### src/hw/rtl/rnv_pkg.sv
// Shared types, constants and helper functions for the reference name validator.
// No dependencies; every other file of the block imports this package.
package rnv_pkg;

    localparam int HASH_CHARS = 40;
    localparam int LEN_CAP    = (HASH_CHARS + 1) > 8 ? (HASH_CHARS + 1) : 8;
    localparam int LEN_W      = $clog2(LEN_CAP + 1);

    localparam int NUM_RES    = 6;
    localparam int TAIL_W     = 40;
    localparam int CLEN_W     = 3;
    localparam logic [CLEN_W-1:0] CLEN_SAT  = 3'd5;
    localparam logic [TAIL_W-1:0] LOCK_TAIL = 40'h2E6C6F636B;

    localparam int FIFO_DEPTH = 4;
    localparam int FIFO_AW    = $clog2(FIFO_DEPTH);

    localparam logic [7:0] CH_DOT    = 8'h2E;
    localparam logic [7:0] CH_SLASH  = 8'h2F;
    localparam logic [7:0] CH_AT     = 8'h40;
    localparam logic [7:0] CH_LBRACE = 8'h7B;

    localparam logic [7:0] RES_TEXT [NUM_RES][8] = '{
        '{"H", "E", "A", "D", 8'h00, 8'h00, 8'h00, 8'h00},
        '{"h", "e", "a", "d", 8'h00, 8'h00, 8'h00, 8'h00},
        '{"W", "O", "R", "K", "I", "N", "G", 8'h00},
        '{"S", "T", "A", "G", "E", "D", 8'h00, 8'h00},
        '{"-", 8'h00, 8'h00, 8'h00, 8'h00, 8'h00, 8'h00, 8'h00},
        '{"@", 8'h00, 8'h00, 8'h00, 8'h00, 8'h00, 8'h00, 8'h00}
    };
    localparam logic [3:0] RES_LEN  [NUM_RES] = '{4'd4, 4'd4, 4'd7, 4'd6, 4'd1, 4'd1};
    localparam logic       RES_FOLD [NUM_RES] = '{1'b0, 1'b0, 1'b1, 1'b1, 1'b0, 1'b0};

    typedef struct packed {
        logic [7:0] data_byte;
        logic       term;
        logic       bad;
        logic       hex;
        logic       dot;
        logic       slash;
        logic       at;
        logic       lbrace;
    } class_t;

    function automatic logic [7:0] fold_upper(input logic [7:0] c);
        logic [7:0] r;
        r = c;
        if (c >= "a" && c <= "z")
        begin
            r = c - 8'd32;
        end
        return r;
    endfunction

endpackage

### src/hw/rtl/ref_name_validator.sv
// Reference name validator, top level.
// Depends on rnv_pkg, rnv_classify, rnv_fifo and rnv_check.
//
// Accepts a reference name one byte per transfer; a zero byte ends the name
// and yields one result transfer whose bit 0 is 1 when the name is acceptable.
// Non-zero bytes yield no result. A byte is taken every cycle as long as the
// four-entry queue between the classifier and the checker has room; the
// checker retires one byte per cycle and only stops on a terminator while its
// single output register still holds an untaken verdict. With the queue empty
// ahead of it, an accepted terminator is first written into the queue and then
// its verdict into the output register, where it appears on the output.
module ref_name_validator
    import rnv_pkg::*;
(
    input  logic       clk,
    input  logic       rst_n,
    input  logic       s_axis_tvalid,
    output logic       s_axis_tready,
    input  logic [7:0] s_axis_tdata,   // [7:0] name_byte
    output logic       m_axis_tvalid,
    input  logic       m_axis_tready,
    output logic [7:0] m_axis_tdata    // [0] name_valid, [7:1] zero
);

    class_t in_tag;
    class_t q_item;
    logic   q_full;
    logic   q_avail;
    logic   q_pop;
    logic   name_valid;

    assign s_axis_tready = !q_full;
    assign m_axis_tdata  = {7'b0, name_valid};

    rnv_classify u_classify
    (
        .data_byte (s_axis_tdata),
        .tag       (in_tag)
    );

    rnv_fifo u_fifo
    (
        .clk       (clk),
        .rst_n     (rst_n),
        .push      (s_axis_tvalid && !q_full),
        .push_data (in_tag),
        .full      (q_full),
        .pop       (q_pop),
        .not_empty (q_avail),
        .pop_data  (q_item)
    );

    rnv_check u_check
    (
        .clk            (clk),
        .rst_n          (rst_n),
        .item_avail     (q_avail),
        .item           (q_item),
        .item_pop       (q_pop),
        .res_valid      (m_axis_tvalid),
        .res_ready      (m_axis_tready),
        .res_name_valid (name_valid)
    );

endmodule

### src/hw/rtl/rnv_classify.sv
// Front end of the validator: tags each incoming byte with its character class.
// Depends on rnv_pkg.
module rnv_classify
    import rnv_pkg::*;
(
    input  logic [7:0] data_byte,
    output class_t     tag
);

    always_comb
    begin
        tag.data_byte = data_byte;
        tag.term      = (data_byte == 8'h00);
        tag.bad       = (data_byte <= 8'h20) || (data_byte >= 8'h7F) ||
                        (data_byte == ":") || (data_byte == "?") ||
                        (data_byte == "[") || (data_byte == "\\") ||
                        (data_byte == "^") || (data_byte == "~") ||
                        (data_byte == "*");
        tag.hex       = (data_byte >= "0" && data_byte <= "9") ||
                        (data_byte >= "a" && data_byte <= "f") ||
                        (data_byte >= "A" && data_byte <= "F");
        tag.dot       = (data_byte == CH_DOT);
        tag.slash     = (data_byte == CH_SLASH);
        tag.at        = (data_byte == CH_AT);
        tag.lbrace    = (data_byte == CH_LBRACE);
    end

endmodule

### src/hw/rtl/rnv_fifo.sv
// Short queue of classified bytes between the front end and the checker.
// Depends on rnv_pkg.
module rnv_fifo
    import rnv_pkg::*;
(
    input  logic   clk,
    input  logic   rst_n,
    input  logic   push,
    input  class_t push_data,
    output logic   full,
    input  logic   pop,
    output logic   not_empty,
    output class_t pop_data
);

    class_t              mem [FIFO_DEPTH];
    logic [FIFO_AW-1:0]  wr_ptr_reg;
    logic [FIFO_AW-1:0]  rd_ptr_reg;
    logic [FIFO_AW:0]    count_reg;
    logic [FIFO_AW:0]    count_next;

    assign full      = (count_reg == (FIFO_AW+1)'(FIFO_DEPTH));
    assign not_empty = (count_reg != '0);
    assign pop_data  = mem[rd_ptr_reg];

    always_comb
    begin
        count_next = count_reg;
        if (push && !pop)
        begin
            count_next = count_reg + 1'b1;
        end
        else if (pop && !push)
        begin
            count_next = count_reg - 1'b1;
        end
    end

    always_ff @(posedge clk)
    begin
        if (push)
        begin
            mem[wr_ptr_reg] <= push_data;
        end
    end

    always_ff @(posedge clk or negedge rst_n)
    begin
        if (!rst_n)
        begin
            wr_ptr_reg <= '0;
            rd_ptr_reg <= '0;
            count_reg  <= '0;
        end
        else
        begin
            if (push)
            begin
                wr_ptr_reg <= wr_ptr_reg + 1'b1;
            end
            if (pop)
            begin
                rd_ptr_reg <= rd_ptr_reg + 1'b1;
            end
            count_reg <= count_next;
        end
    end

endmodule

### src/hw/rtl/rnv_check.sv
// Back end of the validator: per-name rule state, verdict and output register.
// Depends on rnv_pkg.
module rnv_check
    import rnv_pkg::*;
(
    input  logic   clk,
    input  logic   rst_n,
    input  logic   item_avail,
    input  class_t item,
    output logic   item_pop,
    output logic   res_valid,
    input  logic   res_ready,
    output logic   res_name_valid
);

    logic [LEN_W-1:0]   len_reg,      len_next;
    logic               allhex_reg,   allhex_next;
    logic               prev_dot_reg, prev_dot_next;
    logic               prev_sl_reg,  prev_sl_next;
    logic               prev_at_reg,  prev_at_next;
    logic               start_reg,    start_next;
    logic [TAIL_W-1:0]  tail_reg,     tail_next;
    logic [CLEN_W-1:0]  clen_reg,     clen_next;
    logic [NUM_RES-1:0] match_reg,    match_next;
    logic               viol_reg,     viol_next;
    logic               out_valid_reg, out_valid_next;
    logic               out_data_reg,  out_data_next;

    logic               lock_now;
    logic               bad_name;
    logic               keep;
    logic [7:0]         want;

    assign lock_now       = (clen_reg == CLEN_SAT) && (tail_reg == LOCK_TAIL);
    assign item_pop       = item_avail && (!item.term || !out_valid_reg || res_ready);
    assign res_valid      = out_valid_reg;
    assign res_name_valid = out_data_reg;

    always_comb
    begin
        bad_name = viol_reg || (len_reg == '0) || prev_dot_reg || prev_sl_reg || lock_now ||
                   ((len_reg == LEN_W'(HASH_CHARS)) && allhex_reg);
        for (int i = 0; i < NUM_RES; i++)
        begin
            if (match_reg[i] && (len_reg == LEN_W'(RES_LEN[i])))
            begin
                bad_name = 1'b1;
            end
        end
    end

    always_comb
    begin
        len_next       = len_reg;
        allhex_next    = allhex_reg;
        prev_dot_next  = prev_dot_reg;
        prev_sl_next   = prev_sl_reg;
        prev_at_next   = prev_at_reg;
        start_next     = start_reg;
        tail_next      = tail_reg;
        clen_next      = clen_reg;
        match_next     = match_reg;
        viol_next      = viol_reg;
        out_valid_next = out_valid_reg;
        out_data_next  = out_data_reg;
        keep           = 1'b0;
        want           = 8'h00;

        if (out_valid_reg && res_ready)
        begin
            out_valid_next = 1'b0;
        end

        if (item_pop && item.term)
        begin
            out_valid_next = 1'b1;
            out_data_next  = !bad_name;
            len_next       = '0;
            allhex_next    = 1'b1;
            prev_dot_next  = 1'b0;
            prev_sl_next   = 1'b0;
            prev_at_next   = 1'b0;
            start_next     = 1'b1;
            tail_next      = '0;
            clen_next      = '0;
            match_next     = '1;
            viol_next      = 1'b0;
        end
        else if (item_pop)
        begin
            if (item.bad || (start_reg && item.dot) || (prev_dot_reg && item.dot) ||
                (prev_at_reg && item.lbrace) || (item.slash && (start_reg || lock_now)))
            begin
                viol_next = 1'b1;
            end

            if (item.slash)
            begin
                start_next = 1'b1;
                tail_next  = '0;
                clen_next  = '0;
            end
            else
            begin
                start_next = 1'b0;
                tail_next  = {tail_reg[TAIL_W-9:0], item.data_byte};
                if (clen_reg < CLEN_SAT)
                begin
                    clen_next = clen_reg + 1'b1;
                end
            end

            allhex_next = allhex_reg && item.hex;

            for (int i = 0; i < NUM_RES; i++)
            begin
                keep = 1'b0;
                want = RES_TEXT[i][len_reg[2:0]];
                if (len_reg < LEN_W'(RES_LEN[i]))
                begin
                    if (RES_FOLD[i])
                    begin
                        keep = (fold_upper(item.data_byte) == fold_upper(want));
                    end
                    else
                    begin
                        keep = (item.data_byte == want);
                    end
                end
                if (!keep)
                begin
                    match_next[i] = 1'b0;
                end
            end

            if (len_reg < LEN_W'(LEN_CAP))
            begin
                len_next = len_reg + 1'b1;
            end
            prev_dot_next = item.dot;
            prev_sl_next  = item.slash;
            prev_at_next  = item.at;
        end
    end

    always_ff @(posedge clk)
    begin
        out_data_reg <= out_data_next;
        tail_reg     <= tail_next;
    end

    always_ff @(posedge clk or negedge rst_n)
    begin
        if (!rst_n)
        begin
            len_reg       <= '0;
            allhex_reg    <= 1'b1;
            prev_dot_reg  <= 1'b0;
            prev_sl_reg   <= 1'b0;
            prev_at_reg   <= 1'b0;
            start_reg     <= 1'b1;
            clen_reg      <= '0;
            match_reg     <= '1;
            viol_reg      <= 1'b0;
            out_valid_reg <= 1'b0;
        end
        else
        begin
            len_reg       <= len_next;
            allhex_reg    <= allhex_next;
            prev_dot_reg  <= prev_dot_next;
            prev_sl_reg   <= prev_sl_next;
            prev_at_reg   <= prev_at_next;
            start_reg     <= start_next;
            clen_reg      <= clen_next;
            match_reg     <= match_next;
            viol_reg      <= viol_next;
            out_valid_reg <= out_valid_next;
        end
    end

endmodule

### config.mk
export PLATFORM = sky130hd
export DESIGN_NAME = ref_name_validator
export DESIGN_NICKNAME = d
export VERILOG_FILES = /design/src/hw/rtl/rnv_pkg.sv /design/src/hw/rtl/ref_name_validator.sv /design/src/hw/rtl/rnv_classify.sv /design/src/hw/rtl/rnv_fifo.sv /design/src/hw/rtl/rnv_check.sv
export SDC_FILE = /design/constraint.sdc
export NUM_CORES = 1
export LEC_CHECK = 0
export ABC_AREA = 1
export BUFFER_PORTS_ARGS = -buffer_cell sky130_fd_sc_hd__buf_2
export CAP_MARGIN = 20
export CORE_ASPECT_RATIO = 1.25
export CORE_MARGIN = 1
export CORE_UTILIZATION = 50
export CTS_CLUSTER_DIAMETER = 120
export DETAILED_ROUTE_END_ITERATION = 10
export PLACE_DENSITY = 0.66
export SYNTH_ARGS = -nofsm -noshare
export SYNTH_HDL_FRONTEND = slang
export SYNTH_HIERARCHICAL = 1
export SYNTH_SLANG_ARGS = --single-unit
### constraint.sdc
create_clock -name clk -period 2.8 [get_ports clk]
set_input_delay 0.7 -clock clk [delete_from_list [all_inputs] [get_ports clk]]
set_output_delay 0.7 -clock clk [all_outputs]
set_load 0.005 [all_outputs]
Yosys cells after proc, flatten, opt, wreduce, memory -nomap -nowiden
Memories as Yosys holds them, arrays and structs flattened.
Index checks and enable logic that the tools add are counted.
Widths: inputs -> output; s select.

word-level totals
  register bits = 70
  bits in latches = 0
  logic and storage cells = 247
  memories = 7
  RAM bits = 60
  bits of input ports = 12
  output and inout port bits = 10
  bits in read-only memories = 384

memory list
  memory           words  bits a word  rd ports  clocked after Yosys merged registers in  wr ports  RTL line          source
  (no name shown)  8      8            1         0                                        0         rnv_check.sv:118  want = RES_TEXT[i][len_reg[2:0]];
  (no name shown)  8      8            1         0                                        0         rnv_check.sv:118
  (no name shown)  8      8            1         0                                        0         rnv_check.sv:118
  (no name shown)  8      8            1         0                                        0         rnv_check.sv:118
  (no name shown)  8      8            1         0                                        0         rnv_check.sv:118
  (no name shown)  8      8            1         0                                        0         rnv_check.sv:118
  +1 memories      -      -            -         -                                        -         -

cells by class
  div/mod/pow operators = 0
  shift-type cells = 0
  bitwise logic cells = 1
  $lt $le $gt $ge = 21
  add/sub/neg operators = 9
  equality and inequality tests = 31
  mux-type cells = 87
  reduce and logical (&&, ||, !) cells = 71
  $mul = 0

operator list
  cell                  number
  $mux 8                27
  $eq 8x7->1 const B    6
  $eq 8x8->1            6
  $ge 8x7->1 const B    6
  $mux 1                48
  $eq 40x38->1 const B  1
  $eq 8x6->1 const B    5
  $le 8x7->1 const B    5
  $mux 40               1
  $mux 6                5
  $logic_and 1x1->1     25
  $sub 8x6->8 const B   3
  $logic_or 1x1->1      22
  $eq 6x3->1 const B    3
  $lt 6x3->1 const B    3
  $mux 3                6
  $reduce_and 2->1      9
  $le 8x6->1 const B    2
  $ne 2x1->1 const B    6
  $reduce_bool 2->1     5
  $ge 8x6->1 const B    1
  $logic_not 8->1       1
  $add 3x1->3 const B   2
  $add 6x1->6 const B   1
  13 further kinds      21

Depth between registers and ports, before layout
  depth in word-level cells = 17
  gate-level depth with buffers = 19
  mapped depth without buffers = 17

By module
The synthesis kept the hierarchy.

modules (own cells, without submodules)
  module              cells an instance  instances  area an instance (um^2)
  rnv_check           481                1          3380.7
  rnv_fifo            224                1          2860.2
  rnv_classify        91                 1          461.7
  ref_name_validator  12                 1          77.6

Worst setup path after synthesis
No wires, ideal clock.

  kind = flip-flop to flip-flop
  start = register u_fifo.rd_ptr_reg[0]
  end = register u_fifo.count_reg[1]
  setup time = 0.117 ns
  path slack = 0.356 ns
  cell stages (with the launch flop) = 16
  buffers on the path = 4
  data arrival time = 2.328 ns
  cell sequence = dfrtp_1 > buf_6 > buf_6 > o211ai_1 > nand2_1 > inv_1 > nand2_2 > nand2_2 > buf_2 > buf_2 > inv_1 > ha_1 > inv_1 > fa_1 > nand2_1 > nand2_1

RTL lines
  element                   RTL line        source
  start: declaration        rnv_fifo.sv:18  logic [FIFO_AW-1:0] rd_ptr_reg;
  start signal: assignment  rnv_fifo.sv:63  rd_ptr_reg <= rd_ptr_reg + 1'b1;
  end signal: assignment    rnv_fifo.sv:65  count_reg <= count_next;
  end: declaration          rnv_fifo.sv:19  logic [FIFO_AW:0] count_reg;

==> out/results.ini <==
[detailed_routing]
drc=0
drt_wl_total_um=14000
drtIter0Drc=388
vias=5124
drtAntennaViolNets=0
post_drt_via_cell_ratio=5.18
drt-wirelength-per-cell_um=14.2
drt_first_pass_iters=7

[placement]
dpl_worst_slack_ps=503
dpl.hpwl_um=9750
place.gp.congestion=0.931
portBuffers=14

[setup_path]
crit_start=u_fifo/rd_ptr_reg[0]
reg2reg_setup_slack_ps=480
cp_top_family=simple AND/OR/NAND/NOR gates
cp_max_fo=33
worst-path-buf-inv=2
cp-endpoint=u_check/match_reg[2]
path_depth=17
cp_slowest_cell=dfrtp_1
rr_endpoint=u_check/match_reg[2]
crit_top_cell=nand2_1
worstPathCellList=buf_4, nand2_1, o211ai_1, nand2_1, inv_1, nand2_1, nor2_1, nand2_1, nand2_1, nand3_1, nand2_1, nand2_1, nand2_1, nand2_1, nand2_1, nand2_1, nand2_1
start_kind=flip-flop
arrival_ps=2670
reg2reg_from=u_fifo/rd_ptr_reg[0]
critPathRequiredTime_ps=3150
endpoint_kind=flip-flop
critical-path-max-stage-delay_ps=410
critPathKind=reg -> reg
r2r_cells=17

[logic_synthesis]
ys_warn_count=6
ys_top_cells_by_area=edfxtp_1 27%, nand2_1 14%, dfxtp_1 12%, dfrtp_1 7.8%, inv_1 5.8%
yosysTopAreaCell=edfxtp_1
synth_edf_count=61
async_flop_share_pct=22.3
synth_ff_type=edfxtp_1
synthMuxAreaShare_pct=0
synth-simple-area-share_pct=25.9
syn_area_mm2=0.00678
syn_inst=808
synth-adder-area-share_pct=3.06
ys_ff_latch=130
syn_area_per_cell_um2=8.39
synth-compound-area-share_pct=8.38
synthXorXnorAreaFrac_pct=1.16
synth.distinct_cells=45
synth.top_cell.area_share_pct=27.0
synth_top_family_by_area=simple AND/OR/NAND/NOR gates
seq_area_frac_synth_pct=49.7

[layout]
area_growth_pct=7.81
fillers=1222
diodes=0
final_nets=835
drive_above_1_share_pct=10.5
largest_register_ffs=60

[timing]
hold_ws_ps=321
fin_skew_ps=7.54
fin_crit_ps=2320
fmax_ghz=0.431
fin_tns_setup_ps=0
grt_setup_unrepaired=false
layout_setup_ws_ps=481
setup-violations-final=0
worst_pin_slew_ps=746
finalHoldViolations=0
final.period_utilization_pct=82.8
slew_violations=0
relSlewSlack_pct=50.2

[pwr]
p_leak_nw=3.38
p_int_mw=5.03
swShare_pct=41.8
clock_power_share_pct=23.3
seq_power_share_pct=34.5
ir_drop_v=0.000552
p_comb_share_pct=42.2
net-switching-power_mw=3.62
p_per_area_mw_per_mm2=1180

[global_route]
groute.usage.overall_pct=21.3
grt_pass1_vias=4922
grt_start_max_net_pins=58
gr-total-overflow=0
grt_pass1_wl_um=23200
antenna_found_initial=0

[worst_hold_path]
hold_class=in -> async

[floorplan]
core_region_area_mm2=0.0132
start_util_pct=51.2
die_w_um=106
dieHeight_um=132
core.rowCount=47
ioPinCount=22
die_area_mm2=0.0140

[clock_network]
cts_buffer_depth=2
clkLatencyLatePin_ps=410
cts_resized=0
cts_setup_buffers=0
cts.sinks=130
cts_made_buffers=17
cts_htree_levels=4
cts_hold_buffers=0
cts-root-buf=clkbuf_16
clk_pin_slew_ps=50
cts_tree=yes

[flow_run]
max-cap-violations=0

[run_status]
outcome=complete, no violations

[Yosys cell counts (all sizes together) (10+ instances only)]
library cell / instances
nand3: 62
nand2: 256
dfxtp: 40
o21ai: 33
nor3: 14
o31ai: 10
inv: 113
nand4: 12
nor2: 56
dfrtp: 21
o211ai: 31
clkbuf: 10
buf: 37
edfxtp: 61
ha: 15
[power by group through the flow]
| stage | registers [mW] | clock network (mW) | logic, mW |
|---|---|---|---|
| after floorplan | 2.87 | 0 | 3.08 |
| after global placement | 2.99 | 0 | 3.55 |
| after detailed placement | 3.01 | 0 | 3.66 |
| after CTS | 2.98 | 2.06 | 3.67 |
| after global routing | 3.04 | 2.14 | 4.16 |
| final | 2.98 | 2.01 | 3.65 |
[cell families after synthesis]
| family | Yosys count |
|---|---|
| fa+ha+maj | 16 |
| flops | 130 |
| xor+xnor | 9 |
| buf+inv | 160 |
| simple gates | 405 |
| other cells | 1 |
| compound gates | 87 |
[how the worst min path moves through the flow]
stage	end	slack [ps]	cells past startpoint
finish	u_check/len_reg[2]	320	1
global route	u_check/len_reg[2]	370	1
CTS	u_check/len_reg[0]	340	1
detailed placement	u_check/tail_reg[33]	440	2
global placement	u_check/tail_reg[33]	440	2
floorplan	u_check/clen_reg[0]	400	0
[through the flow]
stage / cell area (um2) / utilization [%] / power, mW / instances
2_1_floorplan: 6800 / - / 5.95 / 814
3_3_place_gp: 6780 / 51.2 / 6.55 / 959
3_5_place_dp: 6780 / 51.2 / 6.67 / 959
4_1_cts: 7310 / 55.2 / 8.72 / 990
5_1_grt: 7310 / 55.2 / 9.34 / 990
6_report: 7310 / 55.2 / 8.65 / 990
[cell usage in the layout (no fill, tap or decap), drive strengths merged, types with 10 or more instances in the layout]
master	instances
nor2	56
clkbuf	21
inv	113
o21ai	33
nand4	12
ha	15
nand3	62
dfxtp	40
dfrtp	21
o211ai	31
nor3	14
buf	21
nand2	256
edfxtp	61
o31ai	10
[worst register-to-register path: stages (launching register included)]
cell and delay, ps:
dfrtp_1 410, buf_4 340, nand2_1 120, o211ai_1 100, nand2_1 150, inv_1 180
nand2_1 100, nor2_1 150, nand2_1 70, nand2_1 110, nand3_1 120, nand2_1 100
nand2_1 60, nand2_1 50, nand2_1 50, nand2_1 50, nand2_1 50, nand2_1 50
[final cells by class]
type	instances	area, um2	area share, %
Sequential cell	130	3370	46.1
Tap cell	171	214	2.93
Multi-Input combinational cell	524	2640	36.2
Clock inverter	10	92.6	1.27
Inverter	113	429	5.87
Timing Repair Buffer	21	123	1.68
Clock buffer	21	440	6.03
[metal layers]
| layer | vias up | routed length, um | global-route usage (%) |
|---|---|---|---|
| met5 | - | 0 | 0 |
| met4 | 0 | 304 | 10.5 |
| met3 | 23 | 418 | 4.15 |
| met2 | 104 | 7230 | 37.5 |
| met1 | 2399 | 6060 | 24.4 |
| li1 | 2598 | - | - |
Power figures use the tool's default switching activity.
